<file path="src/rtl/core/sctok_pkg.sv">
// Shared types, constants and character/keyword helpers for the script tokenizer.
package sctok_pkg;

	localparam int MAX_TOKEN_LEN = 512;
	localparam int KEYWORD_CHARS = 8;
	localparam int LEN_W = 9;
	localparam int LEN_CAP = ((MAX_TOKEN_LEN - 1) > 511) ? 511 : (MAX_TOKEN_LEN - 1);
	localparam int KW_COUNT = 12;
	localparam int QUEUE_DEPTH = 4;
	localparam int QUEUE_AW = $clog2(QUEUE_DEPTH);

	localparam logic [2:0] K_EOF = 3'd0;
	localparam logic [2:0] K_DEF = 3'd1;
	localparam logic [2:0] K_IDF = 3'd2;
	localparam logic [2:0] K_BHD = 3'd3;
	localparam logic [2:0] K_NBR = 3'd4;
	localparam logic [2:0] K_SPR = 3'd5;
	localparam logic [2:0] K_MOP = 3'd6;
	localparam logic [2:0] K_LOP = 3'd7;

	typedef enum logic [2:0] {
		M_IDLE,
		M_IDENT,
		M_NUMBER,
		M_LOGIC,
		M_SLASH,
		M_LINE,
		M_BLOCK,
		M_STAR
	} mode_t;

	typedef struct packed {
		logic [2:0]       kind;
		logic [31:0]      offset;
		logic [LEN_W-1:0] length;
		logic             overflow;
		logic             last;
	} token_t;

	typedef struct packed {
		token_t     tok0;
		token_t     tok1;
		logic [1:0] count;
	} step_res_t;

	// Keyword text, right-justified: last character in the low byte.
	localparam logic [63:0] KW_TEXT [KW_COUNT] = '{
		64'("function"), 64'("var"), 64'("for"), 64'("foreach"),
		64'("else"), 64'("event"), 64'("do"), 64'("if"),
		64'("body"), 64'("while"), 64'("header"), 64'("document")
	};
	localparam int KW_LEN [KW_COUNT] = '{8, 3, 3, 7, 4, 5, 2, 2, 4, 5, 6, 8};
	localparam logic [2:0] KW_KIND [KW_COUNT] = '{
		K_DEF, K_DEF, K_BHD, K_BHD, K_BHD, K_BHD,
		K_BHD, K_BHD, K_BHD, K_BHD, K_BHD, K_BHD
	};

	function automatic logic is_letter(logic [7:0] c);
		return (c >= 8'h61 && c <= 8'h7a) || (c >= 8'h41 && c <= 8'h5a);
	endfunction

	function automatic logic is_digit(logic [7:0] c);
		return c >= 8'h30 && c <= 8'h39;
	endfunction

	function automatic logic is_blank(logic [7:0] c);
		return c inside {8'd32, 8'd9, 8'd10, 8'd11, 8'd13};
	endfunction

	function automatic logic is_sep(logic [7:0] c);
		return c inside {"{", "}", "(", ")", "[", "]", ":", ";", ",", 8'h22, 8'h27};
	endfunction

	function automatic logic is_logic(logic [7:0] c);
		return c inside {">", "<", "=", "&", "|", "%"};
	endfunction

	function automatic logic is_math(logic [7:0] c);
		return c inside {"+", "-", "*", "^"};
	endfunction

	// Window byte j sits at bits [8j +: 8]; only bytes below len are compared.
	function automatic logic [2:0] kw_kind(logic [63:0] win, logic [LEN_W-1:0] len,
			logic ovf);
		logic [2:0] k;
		logic       hit;
		int         idx;
		k = K_IDF;
		for (int i = 0; i < KW_COUNT; i++) begin
			hit = (len == LEN_W'(KW_LEN[i]));
			for (int j = 0; j < KEYWORD_CHARS; j++) begin
				idx = (j < KW_LEN[i]) ? (KW_LEN[i] - 1 - j) : 0;
				if (j < KW_LEN[i] && win[8*j +: 8] != KW_TEXT[i][8*idx +: 8])
					hit = 1'b0;
			end
			if (hit)
				k = KW_KIND[i];
		end
		if (ovf)
			k = K_IDF;
		return k;
	endfunction

endpackage

</file>
<file path="src/rtl/core/sctok_fifo.sv">
// Small result queue: takes up to two tokens per cycle, hands out one.
module sctok_fifo
	import sctok_pkg::*;
(
	input  logic       clk,
	input  logic       arst_n,
	input  logic [1:0] push_n,
	input  token_t     push_tok0,
	input  token_t     push_tok1,
	input  logic       pop,
	output logic       room,
	output logic       not_empty,
	output token_t     head
);

	token_t                mem_q [QUEUE_DEPTH];
	logic [QUEUE_AW-1:0]   wr_ptr_q;
	logic [QUEUE_AW-1:0]   rd_ptr_q;
	logic [QUEUE_AW:0]     cnt_q;
	logic [QUEUE_AW-1:0]   wr_ptr_nx;

	assign wr_ptr_nx = wr_ptr_q + QUEUE_AW'(1);
	assign room = cnt_q <= (QUEUE_AW + 1)'(QUEUE_DEPTH - 2);
	assign not_empty = cnt_q != '0;
	assign head = mem_q[rd_ptr_q];

	always_ff @(posedge clk) begin
		if (push_n != 2'd0)
			mem_q[wr_ptr_q] <= push_tok0;
		if (push_n == 2'd2)
			mem_q[wr_ptr_nx] <= push_tok1;
	end

	always_ff @(posedge clk or negedge arst_n) begin
		if (!arst_n) begin
			wr_ptr_q <= '0;
			rd_ptr_q <= '0;
			cnt_q <= '0;
		end else begin
			wr_ptr_q <= wr_ptr_q + QUEUE_AW'(push_n);
			if (pop)
				rd_ptr_q <= rd_ptr_q + QUEUE_AW'(1);
			cnt_q <= cnt_q + (QUEUE_AW + 1)'(push_n) - (QUEUE_AW + 1)'(pop);
		end
	end

endmodule

</file>
<file path="src/rtl/core/sctok_lexer.sv">
// Lexer state and the per-byte step: mode machine, counters, keyword window.
module sctok_lexer
	import sctok_pkg::*;
(
	input  logic       clk,
	input  logic       arst_n,
	input  logic       step,
	input  logic [7:0] text_byte,
	output step_res_t  res
);

	mode_t            mode_q, mode_d;
	logic [31:0]      pos_q, pos_d;
	logic [31:0]      start_q, start_d;
	logic [LEN_W-1:0] run_q, run_d;
	logic [63:0]      win_q, win_d;
	logic [1:0]       per_q, per_d;
	logic             ovf_q, ovf_d;

	logic       fin, idle, app, eof_c, beg, idle_res;
	logic [2:0] fin_kind, idle_kind;
	mode_t      beg_mode;
	logic       is_word, is_num;
	token_t     fin_tok, second_tok;

	assign is_word = is_letter(text_byte) || is_digit(text_byte) || text_byte == ".";
	assign is_num = is_digit(text_byte) || text_byte == ".";

	// Next state
	always_comb begin
		mode_d = mode_q;
		start_d = start_q;
		run_d = run_q;
		win_d = win_q;
		per_d = per_q;
		ovf_d = ovf_q;
		fin = 1'b0;
		fin_kind = K_IDF;
		idle = 1'b0;
		app = 1'b0;
		eof_c = 1'b0;
		beg = 1'b0;
		beg_mode = M_IDLE;
		idle_res = 1'b0;
		idle_kind = K_IDF;

		case (mode_q)
			M_IDENT: begin
				if (is_word) begin
					app = 1'b1;
				end else begin
					fin = 1'b1;
					fin_kind = kw_kind(win_q, run_q, ovf_q);
					idle = 1'b1;
				end
			end
			M_NUMBER: begin
				if (is_num) begin
					app = 1'b1;
					if (text_byte == "." && per_q < 2'd2)
						per_d = per_q + 2'd1;
				end else begin
					fin = 1'b1;
					fin_kind = (per_q >= 2'd2) ? K_IDF : K_NBR;
					idle = 1'b1;
				end
			end
			M_LOGIC: begin
				if (is_logic(text_byte)) begin
					app = 1'b1;
				end else begin
					fin = 1'b1;
					fin_kind = K_LOP;
					idle = 1'b1;
				end
			end
			M_SLASH: begin
				if (text_byte == "/") begin
					mode_d = M_LINE;
				end else if (text_byte == "*") begin
					mode_d = M_BLOCK;
				end else begin
					fin = 1'b1;
					fin_kind = K_MOP;
					idle = 1'b1;
				end
			end
			M_LINE: begin
				if (text_byte == 8'd0)
					eof_c = 1'b1;
				else if (text_byte == 8'd10 || text_byte == 8'd13)
					mode_d = M_IDLE;
			end
			M_BLOCK: begin
				if (text_byte == 8'd0)
					eof_c = 1'b1;
				else if (text_byte == "*")
					mode_d = M_STAR;
			end
			M_STAR: begin
				if (text_byte == 8'd0)
					eof_c = 1'b1;
				else if (text_byte == "/")
					mode_d = M_IDLE;
				else if (text_byte != "*")
					mode_d = M_BLOCK;
			end
			default: begin
				idle = 1'b1;
			end
		endcase

		if (app) begin
			if (run_q < LEN_W'(LEN_CAP)) begin
				if (run_q < LEN_W'(KEYWORD_CHARS))
					win_d[{run_q[2:0], 3'b000} +: 8] = text_byte;
				run_d = run_q + LEN_W'(1);
			end else begin
				ovf_d = 1'b1;
			end
		end

		if (fin)
			mode_d = M_IDLE;

		if (idle) begin
			if (text_byte == 8'd0) begin
				eof_c = 1'b1;
			end else if (is_blank(text_byte)) begin
				mode_d = M_IDLE;
			end else if (is_letter(text_byte)) begin
				beg = 1'b1;
				beg_mode = M_IDENT;
			end else if (is_digit(text_byte)) begin
				beg = 1'b1;
				beg_mode = M_NUMBER;
			end else if (text_byte == "/") begin
				beg = 1'b1;
				beg_mode = M_SLASH;
			end else if (is_sep(text_byte)) begin
				idle_res = 1'b1;
				idle_kind = K_SPR;
			end else if (is_logic(text_byte)) begin
				beg = 1'b1;
				beg_mode = M_LOGIC;
			end else if (is_math(text_byte)) begin
				idle_res = 1'b1;
				idle_kind = K_MOP;
			end else begin
				idle_res = 1'b1;
				idle_kind = K_IDF;
			end
		end

		if (beg) begin
			mode_d = beg_mode;
			start_d = pos_q;
			run_d = LEN_W'(1);
			ovf_d = 1'b0;
			per_d = 2'd0;
			win_d[7:0] = text_byte;
		end

		if (eof_c)
			mode_d = M_IDLE;

		pos_d = (text_byte == 8'd0) ? 32'd0 : pos_q + 32'd1;
	end

	// Results: the finished token first, then the one-character or eof token
	always_comb begin
		fin_tok.kind = fin_kind;
		fin_tok.offset = start_q;
		fin_tok.length = run_q;
		fin_tok.overflow = ovf_q;
		fin_tok.last = !(idle_res || eof_c);

		second_tok.kind = eof_c ? K_EOF : idle_kind;
		second_tok.offset = pos_q;
		second_tok.length = eof_c ? LEN_W'(0) : LEN_W'(1);
		second_tok.overflow = 1'b0;
		second_tok.last = 1'b1;

		res.tok0 = fin ? fin_tok : second_tok;
		res.tok1 = second_tok;
		res.count = 2'(fin) + 2'(idle_res || eof_c);
		if (!step)
			res.count = 2'd0;
	end

	always_ff @(posedge clk) begin
		if (step)
			win_q <= win_d;
	end

	always_ff @(posedge clk or negedge arst_n) begin
		if (!arst_n) begin
			mode_q <= M_IDLE;
			pos_q <= '0;
			start_q <= '0;
			run_q <= '0;
			per_q <= '0;
			ovf_q <= 1'b0;
		end else if (step) begin
			mode_q <= mode_d;
			pos_q <= pos_d;
			start_q <= start_d;
			run_q <= run_d;
			per_q <= per_d;
			ovf_q <= ovf_d;
		end
	end

endmodule

</file>
<file path="src/rtl/core/script_tokenizer.sv">
// Script tokenizer: one text byte per cycle in while text_stall is low; up to two
// tokens per byte out. A byte is registered in byte_s1, stepped through the lexer
// into the result queue, and its first token is offered at the queue head.
// Throughput: one byte per cycle while each byte yields at most one token and the
// output is not stalled; bytes that close a token and yield a second one fill the
// four-entry result queue faster than the single-token output port drains it.
// Reset: arst_n clears the lexer mode, offsets, counters and the queue at once.
module script_tokenizer
	import sctok_pkg::*;
(
	input  logic             clk,
	input  logic             arst_n,
	input  logic             text_valid,
	output logic             text_stall,
	input  logic [7:0]       text_byte,
	output logic             token_valid,
	input  logic             token_stall,
	output logic [2:0]       token_kind,
	output logic [31:0]      token_offset,
	output logic [LEN_W-1:0] token_length,
	output logic             length_overflow,
	output logic             last_of_run
);

	logic [7:0] byte_s1;
	logic       valid_s1;
	logic       room;
	logic       step;
	logic       load;
	step_res_t  res;
	token_t     head;

	assign step = valid_s1 && room;
	assign text_stall = valid_s1 && !room;
	assign load = text_valid && !text_stall;

	always_ff @(posedge clk) begin
		if (load)
			byte_s1 <= text_byte;
	end

	always_ff @(posedge clk or negedge arst_n) begin
		if (!arst_n) begin
			valid_s1 <= 1'b0;
		end else if (load) begin
			valid_s1 <= 1'b1;
		end else if (step) begin
			valid_s1 <= 1'b0;
		end
	end

	sctok_lexer u_lexer (
		.clk       (clk),
		.arst_n    (arst_n),
		.step      (step),
		.text_byte (byte_s1),
		.res       (res)
	);

	sctok_fifo u_queue (
		.clk       (clk),
		.arst_n    (arst_n),
		.push_n    (res.count),
		.push_tok0 (res.tok0),
		.push_tok1 (res.tok1),
		.pop       (token_valid && !token_stall),
		.room      (room),
		.not_empty (token_valid),
		.head      (head)
	);

	assign token_kind = head.kind;
	assign token_offset = head.offset;
	assign token_length = head.length;
	assign length_overflow = head.overflow;
	assign last_of_run = head.last;

endmodule

</file>
<file path="config.mk">
export PLATFORM = sky130hd
export DESIGN_NAME = script_tokenizer
export DESIGN_NICKNAME = d
export VERILOG_FILES = /design/src/rtl/core/sctok_pkg.sv /design/src/rtl/core/sctok_fifo.sv /design/src/rtl/core/sctok_lexer.sv /design/src/rtl/core/script_tokenizer.sv
export SDC_FILE = /design/constraint.sdc
export NUM_CORES = 1
export LEC_CHECK = 0
export BUFFER_PORTS_ARGS = -buffer_cell sky130_fd_sc_hd__buf_2
export CORE_ASPECT_RATIO = 1.25
export CORE_MARGIN = 5
export CORE_UTILIZATION = 54
export DETAILED_ROUTE_END_ITERATION = 10
export PLACE_DENSITY = 0.83
export REMOVE_ABC_BUFFERS = 1
export SYNTH_ARGS = -nofsm -noshare
export SYNTH_HDL_FRONTEND = slang
export SYNTH_SLANG_ARGS = --single-unit
</file>
<file path="constraint.sdc">
create_clock -name clk -period 5.8 [get_ports clk]
set_input_delay 0.58 -clock clk [delete_from_list [all_inputs] [get_ports clk]]
set_output_delay 0.58 -clock clk [all_outputs]
set_load 0.01 [all_outputs]
</file>
== Yosys cells after proc, flatten, opt, wreduce, memory -nomap -nowiden ==
Memory sizes are Yosys's and may differ from the RTL's.
Index checks and enable logic that the tools add are counted.

* Flip-flop bits (word level): 159
* RAM bits: 184
* Input port bits: 12
* Output and inout bits: 48
* Logic and storage cells: 354
* Memories: 1

{| class="wikitable"
|+ Memories
! memory !! depth !! width !! rd ports !! clocked after Yosys merged registers in !! write ports !! RTL line !! text
|-
| u_queue.mem_q || 4 || 46 || 1 || 0 || 2 || sctok_fifo.sv:16 || <nowiki>token_t mem_q [QUEUE_DEPTH];</nowiki>
|}

* Add/subtract/negate cells: 10
* Order comparisons: 11
* Eq/ne operators: 89
* Shift operators: 2
* Mux-type cells: 189
* Reduce and logical (&&, ||, !) cells: 39

{| class="wikitable"
|+ Operator list
! cell !! number
|-
| != test 8 x 7 -> 1 bit (second input constant) || 44
|-
| equality test 8 x 6 -> 1 bit (second input constant) || 18
|-
| 2-to-1 mux 1 bit || 117
|-
| 2-to-1 mux 3 bit || 37
|-
| bitwise mux 64 bit || 1
|-
| variable shift 8 x 8 -> 64 bit (first input constant) || 1
|-
| variable part select 8 x 8 -> 64 bit || 1
|-
| equality test 8 x 7 -> 1 bit (second input constant) || 6
|-
| 2-to-1 mux 46 bit || 1
|-
| 2-to-1 mux 2 bit || 20
|-
| equality test 9 x 3 -> 1 bit (second input constant) || 4
|-
| adder 32 x 1 -> 32 bit (second input constant) || 1
|-
| equality test 8 x 4 -> 1 bit (second input constant) || 4
|-
| 2-to-1 mux 32 bit || 1
|-
| 2-to-1 mux 8 bit || 4
|-
| 2-to-1 mux 9 bit || 3
|-
| one-hot mux 3 bit (4 select lines) || 2
|-
| equality test 9 x 2 -> 1 bit (second input constant) || 2
|-
| greater-or-equal comparator 8 x 7 -> 1 bit (second input constant) || 2
|-
| less-or-equal comparator 8 x 7 -> 1 bit (second input constant) || 2
|-
| nonzero test 2 bit || 8
|-
| equality test 3 bit (second input constant) || 4
|-
| AND reduction 4 bit || 3
|-
| nonzero test 11 bit || 1
|-
| other kinds (34) || 53
|}

== Logic depth before layout (Yosys ltp) ==
* Word-level depth: 27
* Gate-level depth with buffers: 19
* Mapped depth without buffers: 17

== Hierarchy ==
A second synthesis with hierarchy kept.

* Cell total of the unflattened synthesis: 1,277
* Area, all modules: 18,189.9 um^2

{| class="wikitable"
|+ By module, submodules not included
! module !! times used !! cells each !! area each (um^2) !! sequential area each (um^2)
|-
| sctok_fifo || 1 || 484 || 9,635.5 || 5,700.5
|-
| sctok_lexer || 1 || 778 || 8,244.2 || 3,898.7
|-
| script_tokenizer || 1 || 15 || 310.3 || 265.3
|}

== Worst setup path before layout ==
Ideal clock, no wire load.

* Path type: reg-to-reg
* Start: register byte_s1[3]
* End: memory u_queue.mem_q[0][11] (netlist bit) (enable)
* Setup time: 391 ps
* Arrival time: 3,747 ps
* Required time: 5,409 ps
* Setup slack: 1,662 ps
* Cell stages (with the launch flop): 14
* Path buffers: 1
* Period minus slack after synthesis: 4,138 ps
* Cells stage by stage: edfxtp_1 -> xor2_1 -> a2111oi_0 -> o211a_1 -> o21ai_1 -> a211o_1 -> nand2_1 -> nand2_1 -> ha_1 -> clkbuf_1 -> o21ai_1 -> nor3_1 -> nor2_1 -> inv_1

{| class="wikitable"
|+ RTL lines
! item !! RTL line !! text
|-
| start, declared || script_tokenizer.sv:25 || <nowiki>logic [7:0] byte_s1;</nowiki>
|-
| start signal, assigned || script_tokenizer.sv:39 || <nowiki>byte_s1 <= text_byte;</nowiki>
|-
| end, declared || sctok_fifo.sv:16 ||
|}

==> flow_metrics.py <==
metrics = {
    "status": {
        "status": "finished, final reports clean",
    },
    "yosys": {
        "yosys-top-cells-area": "edfxtp_1 39%, dfrtp_1 13%, a22o_1 8.7%",
        "synthCells": 1300,
        "synth_edf_count": 216,
        "ys_ff_latch": 343,
        "synth_cell_type_count": 74,
        "synth_area_um2": 16500,
        "yosys.area.top_type_share_pct": 39.4,
        "yosysSeqAreaShare_pct": 57.5,
        "postSynthAreaPerCell_um2": 12.7,
        "yosysMostFrequentCell": "edfxtp_1",
        "synth_top_area_cell": "edfxtp_1",
        "synth_warnings": 0,
        "synth_commonest_cells": "216 x edfxtp_1, 164 x a22o_1, 87 x dfrtp_1",
        "synth-main-ff-cell": "edfxtp_1",
        "synthArstFlopShare_pct": 25.4,
    },
    "finish": {
        "fin_nets": 1338,
        "final_core_util_pct": 60.6,
        "drive_gt1_share_pct": 15.5,
        "finalNonFillerCells": 1739,
        "syn_to_final_growth_pct": 10.8,
        "diodes": 0,
    },
    "worst_setup_path": {
        "cpMaxStageDelayCell": "edfxtp_1",
        "worstPathRequired_ns": 6.09,
        "r2r_slack_ns": 0.88,
        "arrival_ns": 5.21,
        "cpPeakStageDelay_ns": 0.74,
        "crit_start": "byte_s1[1]",
        "crit_fanout": 27,
        "critPathKind": "flip-flop to flip-flop",
        "r2r_cells": 13,
        "timing.rr.end": "u_queue.mem_q[2][19]",
        "cp-start-kind": "flip-flop",
        "r2r-start": "byte_s1[1]",
        "crit_chain": "or4_1, o22ai_2, o21ai_1, a211o_1, nor2b_2, buf_4, inv_2, ha_1, o21ai_1, nor2_1, nor2_1, inv_1, buf_4",
        "end_kind": "flip-flop",
    },
    "place": {
        "portBuffers": 59,
        "dp.cells": 1681,
        "routabilityCongestion": 0.973,
        "hpwl_mm": 26.1,
        "pre_cts_ws_ns": 1.04,
    },
    "die": {
        "top_level_ports": 60,
        "core_um2": 30100,
        "dieArea_um2": 34100,
        "dieWidth_um": 166,
        "rows": 71,
        "initial_core_util_pct": 54.7,
        "die_h_um": 205,
    },
    "clocking": {
        "cts_tree": "yes",
        "clock-root-buffer": "clkbuf_16",
        "cts_resized": 0,
        "cts.sinks": 343,
        "clk_pin_slew_ns": 0.07,
        "cts_buffer_depth": 3,
        "clock_latency_ns": 0.57,
        "hold_buffers": 0,
        "htree_levels": 1,
        "cts_setup_buffers": 0,
        "numCtsBuffers": 31,
    },
    "global_routing": {
        "antenna_found_initial": 0,
        "grtUsageTotal_pct": 23.4,
        "grt_pass1_wl_mm": 63.9,
        "grt_start_max_net_pins": 51,
        "grt.overflow.total": 0,
        "grt_pass1_vias": 11600,
    },
    "route": {
        "drc": 0,
        "vias": 11400,
        "avgViaCountPerCell": 6.56,
        "wl_met2_mm": 21.6,
        "drtIter0Drc": 909,
        "wl_per_cell_um": 23.2,
        "route.final.wire_length_mm": 40.3,
        "antenna_left": 0,
        "top_layer": "met4",
        "met3WireLength_mm": 2.82,
        "met1_length_mm": 14.3,
        "firstDrtPassIters": 7,
    },
    "sta": {
        "timing_hold_violations_final": 0,
        "rsz0062_at_grt": "false",
        "setup-tns-final_ns": 0,
        "layout_setup_ws_ns": 0.884,
        "setup_viol": 0,
        "period_needed_ns": 4.92,
        "skew_ns": 0.0138,
        "max_freq_mhz": 203,
        "period_share_pct": 84.8,
        "drv_slew": 0,
        "worstMarginPinSlew_ns": 1.12,
        "relSlewSlack_pct": 24.6,
    },
    "job": {
        "drv_cap": 0,
    },
    "worst_hold_path": {
        "hold_class": "input pin to asynchronous set/reset pin",
    },
    "pwr": {
        "ir_drop_mv": 0.253,
        "cellPowerDensity_nw_per_um2": 446,
        "p_leak_nw": 6.76,
    },
}
critical path, delay by kind of cell (launching register included):
kind / cells / cell delay, ns
adder cells (fa/ha/maj): 1 / 0.34
flip-flops: 1 / 0.74
AO/OA/AOI/OAI: 4 / 1.03
buffers and inverters: 4 / 0.85
AND/OR/NAND/NOR: 4 / 1.65
cells by family after synthesis:
family | after synthesis | synth area share, %
adder cells (fa/ha/maj) | 13 | 1.03
buffers and inverters | 126 | 3.12
AO/OA/AOI/OAI | 285 | 13.6
XOR/XNOR | 34 | 1.81
flip-flops | 343 | 57.5
multiplexers | 78 | 8.48
AND/OR/NAND/NOR | 421 | 14.4
area by class of cell:
class / count / area (um2)
clock buffers: 42 / 888
inverters: 20 / 75.1
repair buffers: 86 / 588
multi-input cells: 831 / 6530
flip-flops and latches: 343 / 9470
fillers: 2238 / 11900
clock inverters: 16 / 191
well taps: 401 / 502
registers in the layout (all words and copies together) (netlist names):
signal / cells
byte_s1: 8
u_lexer.mode_q: 3
u_lexer.ovf_q: 1
u_lexer.per_q: 2
u_lexer.pos_q: 32
u_lexer.run_q: 9
u_lexer.start_q: 32
u_lexer.win_q: 64
u_queue.cnt_q: 3
u_queue.mem_q: 184
u_queue.rd_ptr_q: 2
u_queue.wr_ptr_q: 2
valid_s1: 1
metrics by stage:
stage	hold WS [ns]	power (mW)	cell area [um2]
after CTS	0.0664	8.15	18200
after detailed placement	0.452	6.00	17200
final	0.0321	8.13	18200
after global placement	0.444	5.89	17200
after global routing	0.0710	8.50	18200
after floorplan	0.284	4.97	16000
per-layer routing:
layer  vias up  track usage (%)
li1       5059                -
met1      5646             27.3
met2       582             43.9
met3       123             2.94
met4         0             9.02
met5         -                0
power breakdown:
part           leakage (nW)  total, mW  switching, mW  internal (mW)
registers              3.45       3.49          0.411           3.08
logic                  2.78       2.48           1.52          0.966
clock network         0.533       2.16          0.907           1.25
total                  6.76       8.13           2.83           5.30
layout by cell type (no fill, tap or decap), types with 7 or more instances in the layout:
cell / n
nand4_1: 15
o21ai_0: 29
inv_1: 19
nand3_1: 36
mux2_1: 32
xor2_1: 19
dfxtp_1: 40
nand2_1: 63
nand2b_1: 15
or3_1: 10
nor4b_1: 8
nor4_1: 16
a21oi_1: 25
edfxtp_1: 216
a22o_1: 164
xnor2_1: 15
buf_4: 21
nor3b_1: 8
or4bb_1: 7
mux4_2: 46
nor2_1: 75
dfrtp_1: 85
buf_2: 58
and3_1: 26
nor3_1: 31
buf_12: 7
and2_1: 61
clkbuf_16: 32
ha_1: 12
worst max path at each step:
| stage | cells after the start | to |
|---|---|---|
| 2_1_floorplan | 11 | u_queue.mem_q[0][11] |
| 3_3_place_gp | 14 | u_queue.mem_q[0][0] |
| 3_5_place_dp | 13 | u_queue.mem_q[0][42] |
| 4_1_cts | 13 | u_queue.mem_q[0][22] |
| 5_1_grt | 13 | u_queue.mem_q[2][19] |
| 6_report | 13 | u_queue.mem_q[2][19] |
Power figures use the tool's default switching activity.
